### src/rtl/smx_mul64.sv
`timescale 1ns / 1ps

// Low 64 bits of a 64 x 64 product, built from three 32 x 32 partial
// products through one shared multiplier.
module smx_mul64 (
    input  logic        clk,
    input  logic        rst_n,
    input  logic        start,
    input  logic [63:0] a,
    input  logic [63:0] b,
    output logic        busy,
    output logic        done,
    output logic [63:0] product
);

    typedef enum logic [4:0] {
        MUL_IDLE = 5'b00001,
        MUL_LL   = 5'b00010,
        MUL_LH   = 5'b00100,
        MUL_HL   = 5'b01000,
        MUL_SUM  = 5'b10000
    } mul_state_t;

    mul_state_t  state_reg, state_next;
    logic [63:0] a_reg, b_reg;
    logic [63:0] prod_reg;
    logic [63:0] acc_reg;
    logic [31:0] op_x, op_y;
    logic [63:0] mul_out;

    always_comb
    begin
        unique case (state_reg)
            MUL_LH:
            begin
                op_x = a_reg[31:0];
                op_y = b_reg[63:32];
            end
            MUL_HL:
            begin
                op_x = a_reg[63:32];
                op_y = b_reg[31:0];
            end
            default:
            begin
                op_x = a_reg[31:0];
                op_y = b_reg[31:0];
            end
        endcase
    end

    assign mul_out = op_x * op_y;

    always_comb
    begin
        unique case (state_reg)
            MUL_IDLE: state_next = start ? MUL_LL : MUL_IDLE;
            MUL_LL:   state_next = MUL_LH;
            MUL_LH:   state_next = MUL_HL;
            MUL_HL:   state_next = MUL_SUM;
            MUL_SUM:  state_next = MUL_IDLE;
            default:  state_next = MUL_IDLE;
        endcase
    end

    always_ff @(posedge clk or negedge rst_n)
    begin
        if (!rst_n)
        begin
            state_reg <= MUL_IDLE;
        end
        else
        begin
            state_reg <= state_next;
        end
    end

    always_ff @(posedge clk)
    begin
        if (start && state_reg == MUL_IDLE)
        begin
            a_reg <= a;
            b_reg <= b;
        end
        prod_reg <= mul_out;
        if (state_reg == MUL_LH)
        begin
            acc_reg <= prod_reg;
        end
        else if (state_reg == MUL_HL)
        begin
            acc_reg[63:32] <= acc_reg[63:32] + prod_reg[31:0];
        end
    end

    assign busy    = (state_reg != MUL_IDLE);
    assign done    = (state_reg == MUL_SUM);
    assign product = {acc_reg[63:32] + prod_reg[31:0], acc_reg[31:0]};

endmodule

### config.mk
export PLATFORM = sky130hd
export DESIGN_NAME = smx_mul64
export DESIGN_NICKNAME = d
export VERILOG_FILES = /design/src/rtl/smx_mul64.sv
export SDC_FILE = /design/constraint.sdc
export NUM_CORES = 2
export LEC_CHECK = 0
export ABC_AREA = 1
export BUFFER_PORTS_ARGS = -buffer_cell sky130_fd_sc_hd__buf_4
export CORE_AREA = 2 2 261 327
export CTS_CLUSTER_DIAMETER = 200
export DETAILED_ROUTE_END_ITERATION = 8
export DIE_AREA = 0 0 263 329
export PLACE_DENSITY = 0.72
export SLEW_MARGIN = 25
export SYNTH_ARGS = -nofsm -noshare
export SYNTH_HDL_FRONTEND = slang
export SYNTH_SLANG_ARGS = --single-unit
### constraint.sdc
create_clock -name clk -period 20.2 [get_ports clk]
set_input_delay 3.03 -clock clk [delete_from_list [all_inputs] [get_ports clk]]
set_output_delay 3.03 -clock clk [all_outputs]
set_load 0.01 [all_outputs]
==> out/qor.yml <==
cts_sinks: 261
grt_pass1_vias: 39075
clk_latency_ps: 620
r2r_slack_ps: 9630
num_vias: 35996
hold_buffers: 0
dieArea_um2: 86500
wire_per_inst_um: 22.4
cts_post_setup_buffers_inserted: 0
syn_area_um2: 45500
syn_inst: 5478
drv_cap: 0
worst_pin_slew_ps: 1140
cts_root_buffer: "clkbuf_16"
run_status: "complete, no violations"
syn_to_final_growth_pct: 6.64
initial_core_util_pct: 54.3
drtPass1Iterations: 8
fin_skew_ps: 14.8
synth_seq_cells: 261
cp_slowest_cell: "o21ai_4"
drtIter0Drc: 2858
grtUsageTotal_pct: 35.5
seq_area_frac_synth_pct: 15.8
grt_start_max_net_pins: 73
wirelength_mm: 149
rows: 119
layout_min_cycle_time_ps: 10570
startpoint: "state_reg[1]$_DFF_PN0_"
layout_common_cells: "1328 x nand2_1, 1319 x inv_1, 897 x fa_1, 734 x nor2_1, 294 x ha_1"
drive_above_1_share_pct: 7.24
ys_warn_count: 0
cp-start-kind: "flop"
path_clk_slew_ps: 60
finalCritPeriodShare_pct: 52.3
slew_violations: 0
synth_top_cell_area_share_pct: 39.5
hold_class: "reg -> reg"
cts_tree: "built"
overflow: 0
yosysTopAreaCell: "fa_1"
ctsLongestPathBuffers: 3
vias_per_cell: 5.41
ant_nets: 0
ios: 197
synthesis.nets: 6800
r2r-end: "prod_reg[52]$_DFF_P_"
slowest_delay_ps: 750
insertedDiodeCount: 0
synth.distinct_cells: 34
cpMostUsedCell: "fa_1"
slew_headroom_pct: 23.9
hold_violations: 0
fin_cells: 6654
fin_setup_tns_ps: 0
core_area_um2: 83700
nets: 6866
r2r-start: "state_reg[1]$_DFF_PN0_"
drc_errors: 0
numCtsBuffers: 27
syn_area_per_cell_um2: 8.30
reg2regPathDepth: 31
clock.fmax_mhz: 94.6
ctsResizeCount: 0
worst-setup-path-type: "reg -> reg"
antenna_found_initial: 0
crit_path_end_kind: "flop"
rsz0062_at_grt: "no"
io_buffers: 196
final-setup-viol-count: 0
htree_num_levels: 1
final_common_cell: "nand2_1"
n_fill_cell: 7707
endpoint: "prod_reg[52]$_DFF_P_"
globalplace.congestion: 0.988
synth.top_cells.by_area: "fa_1 40%, edfxtp_1 13%, nand2_1 11%, inv_1 11%, ha_1 8.1%"
die_y_um: 329
final_util_pct: 57.9
grt_pass1_wl_mm: 226
placed_cells: 6604
die_w_um: 263
dp_hpwl_mm: 120
arrival_ps: 11080
critPathRequiredTime_ps: 20710
crit_fanout: 72
per-layer routing:
metal	global-route usage [%]	share of wire, %
met1	38.3	33
met2	61.1	48
met3	7.71	9.4
met4	27.3	9.4
met5	0	0
cells by family (layout without fill, tap and decap cells):
| kind of cell | Yosys count | in the layout | synth area share (%) |
|---|---|---|---|
| AOI/OAI and AO/OA | 151 | 151 | 2.51 |
| xor gates and xnor gates | 52 | 52 | 1.00 |
| adders and majority gates | 1191 | 1191 | 47.6 |
| buffers and inverters | 1570 | 1657 | 13.7 |
| DFF | 261 | 261 | 15.8 |
| and+or+nand+nor | 2253 | 2253 | 19.4 |
area by class of cell:
cell class | instances | area [um2] | share of cell area [%]
clock buffers | 37 | 723 | 1.49
inverters | 1369 | 5140 | 10.6
flip-flops and latches | 261 | 7170 | 14.8
multi-input cells | 3647 | 32100 | 66.2
well taps | 1089 | 1360 | 2.81
repair buffers | 238 | 1790 | 3.69
clock inverters | 13 | 198 | 0.408
worst min path at each step:
stage	start	endpoint	slack [ps]	cells past startpoint
6_report	prod_reg[27]$_DFF_P_	acc_reg[27]$_DFFE_PP_	480	0
5_1_grt	prod_reg[25]$_DFF_P_	acc_reg[25]$_DFFE_PP_	480	0
4_1_cts	prod_reg[25]$_DFF_P_	acc_reg[25]$_DFFE_PP_	470	0
3_5_place_dp	prod_reg[25]$_DFF_P_	acc_reg[25]$_DFFE_PP_	460	0
3_3_place_gp	prod_reg[27]$_DFF_P_	acc_reg[27]$_DFFE_PP_	460	0
2_1_floorplan	prod_reg[0]$_DFF_P_	acc_reg[0]$_DFFE_PP_	410	0
critical path, delay by kind of cell, from the launching register on:
family                     cells  cell delay, ps
adders and majority gates      9            4450
and+or+nand+nor               11            2080
DFF                            1             390
AOI/OAI and AO/OA              1             750
buffers and inverters         10            2700
cell usage after synthesis (all sizes together):
master  number
dfxtp       64
edfxtp     192
buf        172
ha         294
nand3b       9
nor3        22
clkbuf      29
nor4         7
clkinv       1
dfrtp        4
o21bai      12
nor2       745
o21ai       75
fa         897
dfstp        1
nand3       94
xor2        42
xnor2       10
inv       1368
or2          9
and3         4
a21oi       64
and2        15
nand4       19
nand2     1329
stage by stage:
step                      setup WS [ps]  hold slack [ps]  cell area [um2]
after detailed placement           9730              457            47600
after global routing               9160              480            48500
after global placement             9890              460            47600
after floorplan                   11190              415            45500
after CTS                          9690              469            48500
final                              9630              476            48500
Power is not shown: default switching activity piles up to over one toggle a cycle in this logic, so the estimate is an artifact.
