`src/rtl/smx_pkg.sv`:
```
`timescale 1ns / 1ps

package smx_pkg;

    localparam int SMX_STACK_DEPTH = 1024;

    // Instruction characters.
    localparam logic [7:0] OP_ADD     = 8'h2B;  // '+'
    localparam logic [7:0] OP_MUL     = 8'h2A;  // '*'
    localparam logic [7:0] OP_NEG     = 8'h2D;  // '-'
    localparam logic [7:0] OP_DIGIT0  = 8'h30;  // '0'
    localparam logic [7:0] OP_DIGIT9  = 8'h39;  // '9'
    localparam logic [7:0] OP_CORE_ID = 8'h6E;  // 'n'
    localparam logic [7:0] OP_BRANCH  = 8'h42;  // 'B'
    localparam logic [7:0] OP_DROP    = 8'h43;  // 'C'
    localparam logic [7:0] OP_DUP     = 8'h44;  // 'D'
    localparam logic [7:0] OP_SWAP    = 8'h45;  // 'E'
    localparam logic [7:0] OP_GET     = 8'h47;  // 'G'
    localparam logic [7:0] OP_PUT     = 8'h50;  // 'P'

    typedef enum logic [1:0] {
        ERR_OK        = 2'd0,
        ERR_OVERFLOW  = 2'd1,
        ERR_UNDERFLOW = 2'd2,
        ERR_ILLEGAL   = 2'd3
    } smx_err_t;

    typedef struct packed {
        logic [7:0]  opcode;
        logic [63:0] read_data;
    } smx_in_t;

    typedef struct packed {
        logic signed [63:0] top_value;
        logic signed [63:0] jump_offset;
        logic               put_valid;
        logic [63:0]        put_data;
        logic [1:0]         error_code;
        logic [10:0]        stack_depth;
    } smx_out_t;

    typedef struct packed {
        logic en;
        logic we;
    } smx_ram_ctl_t;

endpackage

```
`src/rtl/smx_out_buf.sv`:
```
`timescale 1ns / 1ps

// Output register with a skid stage behind it.
module smx_out_buf (
    input  logic              clk,
    input  logic              rst_n,
    input  logic              push,
    input  smx_pkg::smx_out_t push_data,
    output logic              space,
    output logic              out_valid,
    input  logic              out_stall,
    output smx_pkg::smx_out_t out_data
);
    import smx_pkg::*;

    logic     out_valid_reg, skid_valid_reg;
    smx_out_t out_data_reg, skid_data_reg;
    logic     take;

    assign take = out_valid_reg && !out_stall;

    always_ff @(posedge clk or negedge rst_n)
    begin
        if (!rst_n)
        begin
            out_valid_reg  <= 1'b0;
            skid_valid_reg <= 1'b0;
        end
        else if (!out_valid_reg || take)
        begin
            out_valid_reg  <= skid_valid_reg || push;
            skid_valid_reg <= skid_valid_reg && push;
        end
        else if (push)
        begin
            skid_valid_reg <= 1'b1;
        end
    end

    always_ff @(posedge clk)
    begin
        if (!out_valid_reg || take)
        begin
            if (skid_valid_reg)
            begin
                out_data_reg  <= skid_data_reg;
                skid_data_reg <= push_data;
            end
            else
            begin
                out_data_reg <= push_data;
            end
        end
        else if (push)
        begin
            skid_data_reg <= push_data;
        end
    end

    assign space     = !skid_valid_reg;
    assign out_valid = out_valid_reg;
    assign out_data  = out_data_reg;

endmodule

```
`config.mk`:
```
export PLATFORM = sky130hd
export DESIGN_NAME = smx_out_buf
export DESIGN_NICKNAME = d
export VERILOG_FILES = /design/src/rtl/smx_pkg.sv /design/src/rtl/smx_out_buf.sv
export SDC_FILE = /design/constraint.sdc
export NUM_CORES = 1
export LEC_CHECK = 0
export BUFFER_PORTS_ARGS = -buffer_cell sky130_fd_sc_hd__buf_2
export CAP_MARGIN = 15
export CORE_AREA = 4 4 190 192
export CTS_BUF_LIST = sky130_fd_sc_hd__clkbuf_16
export DETAILED_ROUTE_END_ITERATION = 12
export DIE_AREA = 0 0 194 196
export PLACE_DENSITY = 0.76
export SYNTH_ARGS = -nofsm -noshare
export SYNTH_HDL_FRONTEND = slang
export SYNTH_SLANG_ARGS = --single-unit
```
`constraint.sdc`:
```
create_clock -name clk -period 10.1 [get_ports clk]
set_clock_uncertainty 0.05 [all_clocks]
set_input_delay 1.01 -clock clk [delete_from_list [all_inputs] [get_ports clk]]
set_output_delay 1.01 -clock clk [all_outputs]
set_load 0.1 [all_outputs]
```
==> results of run 1 <==
==> synthesized netlist by cell type <==
master / instances / area [um^2]
mux2_2: 105 / 1180
o21ai_0: 1 / 5.00
dfrtp_1: 2 / 50.1
edfxtp_1: 412 / 12400
buf_2: 8 / 40.0
nand3_1: 1 / 5.00
inv_1: 1 / 3.75
nand2_1: 2 / 7.51
a21bo_2: 1 / 10.0
buf_6: 15 / 169
a21oi_1: 1 / 5.00
mux2_4: 100 / 1500
mux2_1: 1 / 11.3
==> stage by stage <==
stage	instances	power, mW	cell area [um^2]
after global placement	1505	3.53	17900
after detailed placement	1505	3.55	17900
after floorplan	650	3.35	15400
after global routing	1585	5.12	19200
after CTS	1581	5.00	19200
final	1586	4.94	19200
==> layout make-up <==
type,count,share of cell area (%)
Tap cell,455,2.97
Inverter,1,0.0196
Clock buffer,43,5.61
Clock inverter,33,1.02
Timing Repair Buffer,423,11.2
Sequential cell,414,64.8
Multi-Input combinational cell,212,14.3
Antenna cell,5,0.0653
==> critical path, cell delays in order, from the launching register on <==
cell     delay (ns)
dfrtp_4        0.85
buf_4          0.67
buf_4          0.83
mux2_2         0.42
==> per-layer routing <==
layer	vias up	GRT usage (%)	part of all wire [%]
met5	-	0	0.23
met4	12	4.95	2.5
met3	66	6.73	10
met2	332	26.2	49
met1	3842	19.4	39
li1	3508	-	-
==> report_power, final <==
part	internal [mW]	leakage, nW	switching (mW)
sequential	2.16	4.06	0.0652
combinational	0.269	2.93	1.02
clock	0.821	0.669	0.612
total	3.25	7.65	1.70
==> path summary, 6_finish.rpt <==
check	from	end	slack [ns]
max	skid_valid_reg$_DFFE_PN0P_	out_data[72]$_DFFE_PP_	6.93
min	rst_n	skid_valid_reg$_DFFE_PN0P_	0.22
max reg2reg	skid_valid_reg$_DFFE_PN0P_	out_data[72]$_DFFE_PP_	6.93
min reg2reg	skid_data_reg[60]$_DFFE_PP_	out_data[60]$_DFFE_PP_	0.48
max in group asynchronous	rst_n	skid_valid_reg$_DFFE_PN0P_	9.66
min in group clk	skid_data_reg[60]$_DFFE_PP_	out_data[60]$_DFFE_PP_	0.48
==> cell families (layout without fill, tap and decap cells) <==
kind of cell / after synthesis / after routing / share of synthesized area, %
compound gates: 3 / 3 / 0.130
buf+inv: 24 / 500 / 1.38
flops: 414 / 414 / 80.9
mux: 206 / 206 / 17.5
other cells: 0 / 5 / 0
simple gates: 3 / 3 / 0.0814
==> qor.txt, run 1 <==
Final Hold Violating Endpoints -> 0
Worst endpoint required time -> 10.33 ns
Final period utilization -> 31.3%
Post-synth cell types -> 13
Worst Path Arrival -> 3.39 ns
H-Tree Depth -> 2
Clock Sinks -> 414
Storage cell area -> 12400 um^2
Rows -> 68
CTS Buf Count -> 43
Antenna violations before repair -> 11
Relative slew slack -> 24.0%
CTS tree -> built
Max Freq -> 316 MHz
Pin count of the biggest net entering global routing -> 193
Worst Hold Class -> primary input to async pin
Tmin final -> 3.17 ns
Post-synthesis average cell area -> 23.6 um^2
Number of global-route vias before repair -> 8196
Remaining antenna violation count -> 0
IO buf count -> 417
Core Util, Final -> 55.8%
Total track usage -> 16.0%
Setup TNS after final layout -> 0 ns
# fillers -> 2650
Initial Util -> 44.7%
Initial DRC Count -> 315
Post-CTS Hold Buffers -> 0
Worst Reg-to-Reg Cells -> 3
Post-CTS Setup Bufs -> 0
Num ports -> 418
Slew @ Worst Pin -> 1.14 ns
Nets -> 1305
Clk_lat worst skew -> 0.53 ns
Worst IR Drop VDD -> 157 uV
Total gr overflow -> 0
Synthesized Nets -> 860
Wire per inst -> 20.1 um
Die footprint -> 38000 um^2
Share of layout cells above drive strength 1 -> 60.9%
CTS clk-pin slew, worst paths -> 0.06 ns
Worst-path fanout max -> 53
Crit path launch type -> flop
DP HPWL -> 21500 um
Clock root cell -> clkbuf_16
CTS max path bufs -> 3
Synth Warn # -> 0
Total vias in the final route -> 7760
Global-route wire length before repair -> 47800 um
RSZ-0062 raised after global routing -> no
WS Path Type -> flop to flop
Commonest non-fill, non-tap cell in the layout -> buf_2
Multi-input gate area -> 2740 um^2
Vias per cell -> 4.89
Seq/Total Area, Yosys -> 80.9%
Status -> finished clean
# DRC -> 0
Die Height -> 196 um
PD cells -> 258 nW/um^2
Place WS -> 6.46 ns
TritonRoute pass-1 iters -> 4
Hold WS -> 0.223 ns
DIE WIDTH -> 194 um
Global placer's final weighted congestion -> 0.783
Resized cells post-CTS -> 0
Maxcap violations -> 0
Mapped Area -> 15400 um^2
Area growth from synthesis to layout -> 24.8%
Leakage power -> 7.65 nW
Pins Over Slew Limit -> 0
Final worst slack -> 6.93 ns
Critical Path Sink Type -> flop
Most frequent cells in the layout -> buf_2 (417), edfxtp_1 (412), mux2_2 (105)
#FFs+latches synth -> 414
Core Area -> 34400 um^2
Setup Viol. Count Final -> 0
Drt total wl -> 31900 um
Cells after Synth -> 650
No activity file was read; power rests on OpenSTA's default activity.
==> run 2, diff against run 1 <==
- PLACE_DENSITY: 0.76 -> 0.78
- clock period: 10.1 -> 2.9 ns (I/O delays scaled with it)
==> qor.txt, run 2 (synthesis results as in run 1) <==
Final period utilization -> 70.1%
# fillers -> 2322
Num ports -> 418
CTS Buf Count -> 42
Antenna violations before repair -> 4
Slew @ Worst Pin -> 0.669 ns
Worst Path Arrival -> 1.69 ns
Setup TNS after final layout -> 0 ns
Core Area -> 34400 um^2
Leakage power -> 8.60 nW
Total gr overflow -> 0
Worst setup path startpoint -> skid_valid_reg$_DFFE_PN0P_
Maxcap violations -> 0
Final cell count without fillers -> 1802
Wire per inst -> 20.7 um
Worst flop-to-flop path startpoint -> out_valid$_DFFE_PN0P_
Relative slew slack -> 55.4%
Commonest non-fill, non-tap cell in the layout -> buf_2
Rows -> 68
Core Util, Final -> 62.3%
Min-delay src -> out_stall
Pins Over Slew Limit -> 0
Number of global-route vias before repair -> 9617
Share of layout cells above drive strength 1 -> 51.8%
Nets -> 1521
Initial Util -> 44.7%
Status -> finished clean
CTS max path bufs -> 3
Pin count of the biggest net entering global routing -> 108
Most frequent cells in the layout -> buf_2 (417), edfxtp_1 (412), dlygate4sd3_1 (209)
Die footprint -> 38000 um^2
Dpl cells -> 1513
Worst-path fanout max -> 11
Remaining antenna violation count -> 0
WS Path Type -> flop to output pin
Clk_lat worst skew -> 0.55 ns
DP HPWL -> 22500 um
Total vias in the final route -> 8728
CTS tree -> built
Final Hold Violating Endpoints -> 0
Global placer's final weighted congestion -> 0.789
Crit-path max cell delay -> 0.58 ns
Initial DRC Count -> 368
Max Freq -> 492 MHz
Buf/Inv on CP -> 2
Final worst slack -> 0.866 ns
Worst Hold Class -> primary input to flop
CTS clk-pin slew, worst paths -> 0.06 ns
# DRC -> 0
TritonRoute pass-1 iters -> 4
Vias per cell -> 4.84
PD cells -> 820 nW/um^2
Place WS -> 1.08 ns
Clock Sinks -> 414
Tmin final -> 2.03 ns
Die Height -> 196 um
Global-route wire length before repair -> 57000 um
DIE WIDTH -> 194 um
Cell Chain, Critical Path -> inv_1, buf_2
Worst IR Drop VDD -> 656 uV
Area growth from synthesis to layout -> 39.3%
Slowest cell on the critical path -> dfrtp_4
Setup Viol. Count Final -> 0
DP Area -> 18000 um^2
Total track usage -> 19.2%
RSZ-0062 raised after global routing -> no
Top delay family on crit path -> buffers and inverters
Final instance area -> 21400 um^2
Critical Path Sink Type -> output pin
Resized cells post-CTS -> 0
Drt total wl -> 37300 um
H-Tree Depth -> 2
Worst endpoint required time -> 2.56 ns
IO buf count -> 417
Crit path launch type -> flop
Clock root cell -> clkbuf_16
-- run 2: cell count changes in the layout (fill, tap and decap cells not counted), moves of 2 or more --
cell           delta
buf_12            +7
clkinv_1          -3
diode_2           -2
dlygate4sd3_1   +209
inv_1             +3
inv_6             +3
-- run 2: timing repair --
action                                  4_1_cts  5_1_grt
hold buffers                                209        0
endpoints found under the setup margin        0        0
buffers inserted                              0        0
endpoints found under the hold margin       368        0
-- run 2: path summary, 6_finish.rpt --
kind / to / slack, ns / depth (start not counted)
max: space / 0.87 / 2
min: out_valid$_DFFE_PN0P_ / 0.08 / 3
max reg2reg: skid_data_reg[94]$_DFFE_PP_ / 1.08 / 3
min reg2reg: out_data[112]$_DFFE_PP_ / 0.49 / 1
max in group asynchronous: out_valid$_DFFE_PN0P_ / 2.08 / 3
min in group asynchronous: skid_valid_reg$_DFFE_PN0P_ / 0.58 / 3
-- run 2: report_power, final --
group | switching, mW | total, mW | leakage [nW] | internal (mW)
combinational | 3.67 | 4.83 | 3.87 | 1.16
sequential | 0.227 | 7.73 | 4.05 | 7.50
clock | 2.24 | 4.99 | 0.670 | 2.74
-- run 2: through the flow --
stage / power [mW] / hold WS [ns]
6_report: 17.5 / 0.0801
5_1_grt: 18.2 / 0.0745
4_1_cts: 17.6 / 0.0142
3_5_place_dp: 12.4 / 0.0343
3_3_place_gp: 12.3 / 0.0314
2_1_floorplan: 11.6 / -0.0556
-- run 2: layout make-up --
cell class                      instances  area (um^2)  share of cell area [%]
Sequential cell                       414        12400                    58.1
Timing Repair Buffer                  640         4380                    20.5
Multi-Input combinational cell        212         2750                    12.9
Clock buffer                           42         1050                    4.91
Tap cell                              455          569                    2.66
Clock inverter                         35          204                   0.953
Antenna cell                            3         7.51                  0.0351
Inverter                                1         3.75                  0.0175
-- run 2: worst min-delay path: cells and delay by family --
| family | cells | cell delay [ns] |
|---|---|---|
| AND/OR/NAND/NOR | 1 | 0.06 |
| AO/OA/AOI/OAI | 1 | 0.11 |
| buffers and inverters | 1 | 0.17 |
-- run 2: layer usage --
layer  vias to the layer above  GRT usage [%]  share of wire [%]
met5                         -              0              0.021
li1                       3953              -                  -
met1                      4281           23.9                 40
met2                       410           31.5                 49
met4                         2           9.01                4.2
met3                        82           5.53                7.5
